--- src/hdl/i2cw_pkg.sv ---
// Package for the write-only I2C pin sequencer.
// Holds the command codes, the queue entry type and the sequencing constants.
// No dependencies.
`default_nettype none
package i2cw_pkg;

  // Bus command codes
  typedef enum logic [1:0] {
    CMD_START = 2'd0,
    CMD_WRITE = 2'd1,
    CMD_STOP  = 2'd2,
    CMD_NONE  = 2'd3
  } cmd_e_t;

  localparam int unsigned BYTE_BITS   = 8;
  localparam int unsigned BIT_CNT_W   = $clog2(BYTE_BITS + 1);
  localparam int unsigned QUEUE_DEPTH = 2;

  // Each bit slot, start and stop is three pin levels
  localparam logic [1:0] PHASE_LAST = 2'd2;

  // One queued request
  typedef struct packed {
    cmd_e_t               cmd;
    logic [BYTE_BITS-1:0] data;
  } q_entry_t;

  // Queue head as seen by the sequencer
  typedef struct packed {
    logic     valid;
    q_entry_t entry;
  } q_head_t;

endpackage
`default_nettype wire

--- src/hdl/i2cw_front.sv ---
// Front end: takes input requests and classifies them.
// The unused command code is swallowed; the rest are pushed to the queue.
// Depends on i2cw_pkg.
`default_nettype none
module i2cw_front (
  input  wire logic                           in_valid,
  output logic                                in_ready,
  input  wire logic [1:0]                     cmd,
  input  wire logic [i2cw_pkg::BYTE_BITS-1:0] data_byte,
  input  wire logic                           q_full,
  output logic                                push,
  output i2cw_pkg::q_entry_t                  entry
);

  i2cw_pkg::cmd_e_t code;

  // Classify the command; the unused code is accepted and dropped
  always_comb begin
    case (cmd)
      i2cw_pkg::CMD_START: code = i2cw_pkg::CMD_START;
      i2cw_pkg::CMD_WRITE: code = i2cw_pkg::CMD_WRITE;
      i2cw_pkg::CMD_STOP:  code = i2cw_pkg::CMD_STOP;
      default:             code = i2cw_pkg::CMD_NONE;
    endcase
  end

  assign in_ready   = !q_full;
  assign push       = in_valid && !q_full && (code != i2cw_pkg::CMD_NONE);
  assign entry.cmd  = code;
  assign entry.data = data_byte;

endmodule
`default_nettype wire

--- src/hdl/i2cw_queue.sv ---
// Short request queue between the front end and the sequencer.
// Register based, DEPTH entries, one push and one pop per cycle; a push is taken only while not full.
// Depends on i2cw_pkg.
`default_nettype none
module i2cw_queue #(
  parameter int unsigned DEPTH = i2cw_pkg::QUEUE_DEPTH
) (
  input  wire logic               clk,
  input  wire logic               rst,
  input  wire logic               push,
  input  wire i2cw_pkg::q_entry_t push_entry,
  output logic                    full,
  input  wire logic               pop,
  output i2cw_pkg::q_head_t       head
);

  localparam int unsigned PTR_W = (DEPTH > 1) ? $clog2(DEPTH) : 1;
  localparam int unsigned CNT_W = $clog2(DEPTH + 1);
  localparam logic [PTR_W-1:0] PTR_MAX = PTR_W'(DEPTH - 1);
  localparam logic [CNT_W-1:0] CNT_FULL = CNT_W'(DEPTH);

  i2cw_pkg::q_entry_t entries [DEPTH];
  logic [PTR_W-1:0]   wr_ptr;
  logic [PTR_W-1:0]   rd_ptr;
  logic [CNT_W-1:0]   count;
  logic               do_pop;

  assign full       = (count == CNT_FULL);
  assign do_pop     = pop && (count != '0);
  assign head.valid = (count != '0);
  assign head.entry = entries[rd_ptr];

  // Storage
  always_ff @(posedge clk) begin
    if (push && !full) begin
      entries[wr_ptr] <= push_entry;
    end
  end

  // Pointers and fill count
  always_ff @(posedge clk) begin
    if (rst) begin
      wr_ptr <= '0;
      rd_ptr <= '0;
      count  <= '0;
    end else begin
      if (push && !full) begin
        wr_ptr <= (wr_ptr == PTR_MAX) ? '0 : wr_ptr + 1'b1;
      end
      if (do_pop) begin
        rd_ptr <= (rd_ptr == PTR_MAX) ? '0 : rd_ptr + 1'b1;
      end
      case ({push && !full, do_pop})
        2'b10:   count <= count + 1'b1;
        2'b01:   count <= count - 1'b1;
        default: count <= count;
      endcase
    end
  end

endmodule
`default_nettype wire

--- src/hdl/i2cw_seq.sv ---
// Back end: steps through the pin levels of one request per level a cycle while the output is not stalled.
// Keeps the current line levels and drives the registered output.
// Depends on i2cw_pkg.
`default_nettype none
module i2cw_seq (
  input  wire logic              clk,
  input  wire logic              rst,
  input  wire i2cw_pkg::q_head_t head,
  output logic                   pop,
  output logic                   out_valid,
  input  wire logic              out_ready,
  output logic                   scl,
  output logic                   sda,
  output logic                   hold,
  output logic                   last
);

  logic                               busy;
  i2cw_pkg::cmd_e_t                   kind;
  logic [1:0]                         phase;
  logic [i2cw_pkg::BIT_CNT_W-1:0]     bit_cnt;
  logic [i2cw_pkg::BYTE_BITS-1:0]     shift;
  logic                               line_scl;
  logic                               line_sda;
  logic                               adv;
  logic                               lvl_scl;
  logic                               lvl_sda;
  logic                               lvl_hold;
  logic                               lvl_last;
  logic                               ack_slot;

  assign ack_slot = (bit_cnt == i2cw_pkg::BIT_CNT_W'(i2cw_pkg::BYTE_BITS));
  assign adv      = busy && (!out_valid || out_ready);
  assign pop      = head.valid && (!busy || (adv && lvl_last));
  assign scl      = line_scl;
  assign sda      = line_sda;

  // Next pin level from command, phase and bit slot
  always_comb begin
    lvl_scl  = line_scl;
    lvl_sda  = line_sda;
    lvl_hold = 1'b0;
    lvl_last = (phase == i2cw_pkg::PHASE_LAST);
    case (kind)
      i2cw_pkg::CMD_START: begin
        case (phase)
          2'd0:    begin lvl_scl = 1'b1; lvl_sda = 1'b1; lvl_hold = 1'b1; end
          2'd1:    begin lvl_scl = 1'b1; lvl_sda = 1'b0; lvl_hold = 1'b1; end
          default: begin lvl_scl = 1'b0; lvl_sda = 1'b0; lvl_hold = 1'b0; end
        endcase
      end
      i2cw_pkg::CMD_STOP: begin
        case (phase)
          2'd0:    begin lvl_scl = 1'b0; lvl_sda = 1'b0; lvl_hold = 1'b1; end
          2'd1:    begin lvl_scl = 1'b1; lvl_sda = 1'b0; lvl_hold = 1'b1; end
          default: begin lvl_scl = 1'b1; lvl_sda = 1'b1; lvl_hold = 1'b1; end
        endcase
      end
      i2cw_pkg::CMD_WRITE: begin
        lvl_last = ack_slot && (phase == i2cw_pkg::PHASE_LAST);
        case (phase)
          // data set with clock unchanged; ack slot releases SDA, no hold
          2'd0: begin
            lvl_scl  = line_scl;
            lvl_sda  = ack_slot ? 1'b1 : shift[i2cw_pkg::BYTE_BITS-1];
            lvl_hold = !ack_slot;
          end
          2'd1:    begin lvl_scl = 1'b1; lvl_sda = line_sda; lvl_hold = 1'b1; end
          default: begin lvl_scl = 1'b0; lvl_sda = line_sda; lvl_hold = 1'b0; end
        endcase
      end
      default: begin
        lvl_last = 1'b1;
      end
    endcase
  end

  // Sequencer state, line levels and output register
  always_ff @(posedge clk) begin
    if (rst) begin
      busy      <= 1'b0;
      out_valid <= 1'b0;
      line_scl  <= 1'b1;
      line_sda  <= 1'b1;
      kind      <= i2cw_pkg::CMD_NONE;
      phase     <= '0;
      bit_cnt   <= '0;
    end else begin
      if (adv) begin
        line_scl  <= lvl_scl;
        line_sda  <= lvl_sda;
        hold      <= lvl_hold;
        last      <= lvl_last;
        out_valid <= 1'b1;
        if (phase == i2cw_pkg::PHASE_LAST) begin
          phase <= '0;
          if (kind == i2cw_pkg::CMD_WRITE) begin
            bit_cnt <= bit_cnt + 1'b1;
            shift   <= {shift[i2cw_pkg::BYTE_BITS-2:0], 1'b0};
          end
        end else begin
          phase <= phase + 1'b1;
        end
        if (lvl_last) begin
          busy <= 1'b0;
        end
      end else if (out_ready) begin
        out_valid <= 1'b0;
      end
      // load the next request, possibly straight after the last level
      if (pop) begin
        busy    <= 1'b1;
        kind    <= head.entry.cmd;
        phase   <= '0;
        bit_cnt <= '0;
        shift   <= head.entry.data;
      end
    end
  end

endmodule
`default_nettype wire

--- src/hdl/i2c_write_master_pins.sv ---
// A request enters the queue at acceptance, passes the sequencer's request registers and reaches
// its output register. One pin level per cycle from the sequencer while the output is not stalled;
// start and stop are three levels, a byte write 27, no gap between requests while levels are taken.
// Input is taken while the queue has room, even with a level waiting at the output.
// Reset (synchronous, active high) empties the queue and drives both lines released high.
// Holds the front end, request queue and pin sequencer; depends on i2cw_pkg.
`default_nettype none
module i2c_write_master_pins #(
  parameter int unsigned QUEUE_DEPTH = i2cw_pkg::QUEUE_DEPTH
) (
  input  wire logic                           clk,
  input  wire logic                           rst,
  input  wire logic                           in_valid,
  output logic                                in_ready,
  input  wire logic [1:0]                     cmd,
  input  wire logic [i2cw_pkg::BYTE_BITS-1:0] data_byte,
  output logic                                out_valid,
  input  wire logic                           out_ready,
  output logic                                scl,
  output logic                                sda,
  output logic                                hold,
  output logic                                last
);

  logic               q_full;
  logic               push;
  logic               pop;
  i2cw_pkg::q_entry_t entry;
  i2cw_pkg::q_head_t  head;

  // Accept and classify requests
  i2cw_front u_front (
    .in_valid  (in_valid),
    .in_ready  (in_ready),
    .cmd       (cmd),
    .data_byte (data_byte),
    .q_full    (q_full),
    .push      (push),
    .entry     (entry)
  );

  // Decoupling queue
  i2cw_queue #(
    .DEPTH (QUEUE_DEPTH)
  ) u_queue (
    .clk        (clk),
    .rst        (rst),
    .push       (push),
    .push_entry (entry),
    .full       (q_full),
    .pop        (pop),
    .head       (head)
  );

  // Pin level sequencer
  i2cw_seq u_seq (
    .clk       (clk),
    .rst       (rst),
    .head      (head),
    .pop       (pop),
    .out_valid (out_valid),
    .out_ready (out_ready),
    .scl       (scl),
    .sda       (sda),
    .hold      (hold),
    .last      (last)
  );

endmodule
`default_nettype wire

--- config.mk ---
export PLATFORM = sky130hd
export DESIGN_NAME = i2c_write_master_pins
export DESIGN_NICKNAME = d
export VERILOG_FILES = /design/src/hdl/i2cw_pkg.sv /design/src/hdl/i2cw_front.sv /design/src/hdl/i2cw_queue.sv /design/src/hdl/i2cw_seq.sv /design/src/hdl/i2c_write_master_pins.sv
export SDC_FILE = /design/constraint.sdc
export NUM_CORES = 1
export LEC_CHECK = 0
export ABC_AREA = 1
export BUFFER_PORTS_ARGS = -buffer_cell sky130_fd_sc_hd__buf_4
export CAP_MARGIN = 5
export CELL_PAD_IN_SITES_DETAIL_PLACEMENT = 0
export CELL_PAD_IN_SITES_GLOBAL_PLACEMENT = 1
export CORE_UTILIZATION = 46
export DETAILED_ROUTE_END_ITERATION = 16
export PLACE_DENSITY = 0.76
export SYNTH_ARGS = -nofsm -noshare
export SYNTH_HDL_FRONTEND = slang
export SYNTH_SLANG_ARGS = --single-unit
--- constraint.sdc ---
create_clock -name clk -period 2.4 [get_ports clk]
set_input_delay 0.12 -clock clk [delete_from_list [all_inputs] [get_ports clk]]
set_output_delay 0.12 -clock clk [all_outputs]
set_load 0.01 [all_outputs]
==> results.md <==
- Main flop type after synthesis: edfxtp_1
- CP Capture Type: register
- Max Clock Skew: 0.006857 ns
- Clk buf depth: 2
- Status: finished clean
- DRT Wirelength: 3217 um
- Buffers & Inverters on Critical Path: 2
- Global-route wire length before repair: 5699 um
- Hold Crit Start: rst
- Unrepaired setup endpoints after global routing: no
- Post-Syn Area: 2145 um^2
- Final Max Tran Viols: 0
- Async SR Flop Fraction: 0%
- Leak: 1.002 nW
- Clock Sinks: 47
- Clock Latency Late Sink: 0.30 ns
- Min-Delay Endpoint: u_seq.out_valid
- Largest net degree at the start of global routing: 19
- GRT Util Overall: 14.97%
- CORE AREA: 4414 um^2
- Ys Warns: 0
- Root buffer cell: clkbuf_8
- Most frequent cells in the layout: 30 x edfxtp_1, 26 x nand2_1, 23 x inv_1, 23 x buf_4, 16 x dfxtp_1
- FF-to-FF setup slack: 0.33 ns
- Initial core utilization: 48.58%
- VDD IR max: 0.5117 mV
- Worst r2r src: u_seq.kind[1]
- Final hold viol count: 0
- Drt drc: 0
- Post-Syn Instances: 200
- CTS tree: done
- Final setup viols: 0
- Highest Clock Rate: 482.4 MHz
- Vias in the first global route: 1,360
- Vias/cell: 4.726
- Vias: 1,361
- FP Rows: 24
- DP HPWL: 2356 um
- PortBufs: 19
- PD cells: 1053 nW/um^2
- Worst-path clk slew: 0.09 ns
- Post-synth top area cell: edfxtp_1
- Worst path required time: 2.62 ns
- Max-cap viol count: 0
- Post-Layout Cell Count: 288
- Delay-heaviest family, CP: simple AND/OR/NAND/NOR gates
- WS Path Type: register to register
- Hold Path Class: input port to register
- Post-layout min period: 2.073 ns
- Worst flop-to-flop path endpoint: u_queue.count[1]
- GRT overflow: 0
- Area delta synth->final: 18.20%
- Antenna Cells: 0
- Rel. slew slack: 66.25%
- Seq/Total Area, Yosys: 57.88%
- Tot Pwr: 2.669 mW
- Chip width: 70.28 um
- EDFF count, synth: 30
- Synth top area share: 42.01%
- Placed Instances: 270
- Ranking of synthesized cells by area: edfxtp_1 42%, dfxtp_1 16%, ha_1 4.7%, nand2_1 4.6%, inv_1 4.0%
- Commonest non-fill, non-tap cell in the layout: edfxtp_1
- Worst hold path depth: 2
- Final ANT Viol Nets: 0
- Syn Nets: 222
- DIE AREA: 4939 um^2
- GPL Wtd Cong: 0.8221
- Ordered list of cells on the worst path: inv_1 -> ha_1 -> nor2_1 -> nor2_1 -> nor2_2 -> nand2_2 -> nand2_2 -> nand2_4 -> nand2_4 -> inv_1 -> ha_1 -> nor2_1 -> a21oi_1 -> nor3_1
- Antenna violations before repair: 0
- Num CTS Buffers: 5
- Worst R2R Path Depth: 14
- Height of the die: 70.28 um
- Starting DRT DRC Count: 55
- Yosys reg bits: 47
- Layout cells sized above 1: 26.69%
- CP max-delay cell: dfxtp_1
- Worst slew pin tran: 0.5055 ns
- Crit path max fanout: 6
- Critical Path Most Common Cell: nor2_1
- # H-tree levels: 2
- Setup Fix Bufs, Post-CTS: 0
- Avg Synthesized Cell Area: 10.72 um^2
- Distinct cells, synth: 28
- Final TNS setup: 0 ns
- Worst Path Arrival: 2.30 ns
- Tcrit/Tclk final: 86.37%
- Drt first pass iters: 4
- Routed length per instance: 11.17 um
- Ports: 20
- Max incr delay on CP: 0.42 ns
- Startpoint Class: register
- Final net count: 257
## per-layer routing
layer	vias to the layer above	global-route usage (%)	part of all wire [%]
li1	739	-	-
met1	597	17.06	46
met2	18	26.14	49
met3	7	3.463	2.8
met4	0	7.333	2.1
met5	-	0	0
## synthesized netlist by cell type (all sizes together), types with 2 or more instances
| cell type | instances |
|---|---|
| buf | 2 |
| o211ai | 2 |
| edfxtp | 30 |
| mux2i | 7 |
| nand2 | 40 |
| o21ai | 17 |
| clkbuf | 3 |
| nand3 | 8 |
| inv | 24 |
| ha | 8 |
| nor3 | 2 |
| nor2 | 21 |
| dfxtp | 17 |
| a21oi | 13 |
| xor2 | 2 |
## worst max path at each step
stage	cells after the start	end	slack [ns]	startpoint
detailed placement	14	u_queue.count[1]	0.25	u_seq.kind[0]
global placement	14	u_queue.count[1]	0.37	u_seq.kind[0]
floorplan	15	u_queue.count[1]	0.28	u_seq.kind[0]
global route	14	u_queue.count[1]	0.07	u_seq.kind[1]
finish	14	u_queue.count[1]	0.33	u_seq.kind[1]
CTS	14	u_queue.count[1]	0.24	u_seq.kind[0]
## repair_timing
action,in CTS,in global routing
hold buffers,8,2
setup endpoints to repair,0,1
endpoints found under the hold margin,16,4
resized for setup,0,1
## area by class of cell
class / count / area [um^2]
clock buffers: 6 / 72.57
clock inverters: 2 / 16.27
fillers: 375 / 1879
inverters: 24 / 90.09
multi-input cells: 124 / 775.7
flip-flops and latches: 47 / 1242
well taps: 52 / 65.06
repair buffers: 33 / 272.8
## worst reg2reg max path, delay by kind of cell (launching register included)
family,cells,cell delay [ns]
buf+inv,2,0.13
fa+ha+maj,2,0.47
simple gates,9,0.90
flops,1,0.42
compound gates,1,0.08
## stage by stage
step / cell area (um^2) / setup slack, ns / utilization [%] / hold WS (ns)
CTS: 2514 / 0.2408 / 56.94 / 0.003255
finish: 2535 / 0.3272 / 57.43 / 0.03203
floorplan: 2145 / 0.2792 / - / 0.1891
global route: 2535 / 0.06602 / 57.43 / 0.03479
global placement: 2345 / 0.3694 / 53.12 / 0.3048
detailed placement: 2345 / 0.2508 / 53.12 / 0.3073
## flip-flops by register name (all words and copies together), names as in the netlist, named ones only
register and flops:
u_queue.wr_ptr 1, u_seq.last 1, u_seq.phase 2, u_seq.bit_cnt 4, u_queue.entries 20, u_seq.scl 1, u_seq.hold 1, u_seq.kind 2
u_seq.out_valid 1, u_queue.rd_ptr 1, u_seq.shift 8, u_seq.busy 1, u_queue.count 2, u_seq.sda 1
## where the power goes
group	internal [mW]	total (mW)	leakage (nW)	switching, mW
sequential	1.06	1.18	0.416	0.121
combinational	0.401	1.01	0.545	0.612
clock	0.209	0.476	0.0418	0.266
total	1.67	2.67	1.00	1.00
## cells by family after synthesis
family / synth area share (%)
AND/OR/NAND/NOR: 17.09
flip-flops: 57.88
AO/OA/AOI/OAI: 9.919
buffers and inverters: 5.950
adder cells (fa/ha/maj): 4.668
multiplexers: 3.267
XOR/XNOR: 1.225
Power figures use the tool's default switching activity.
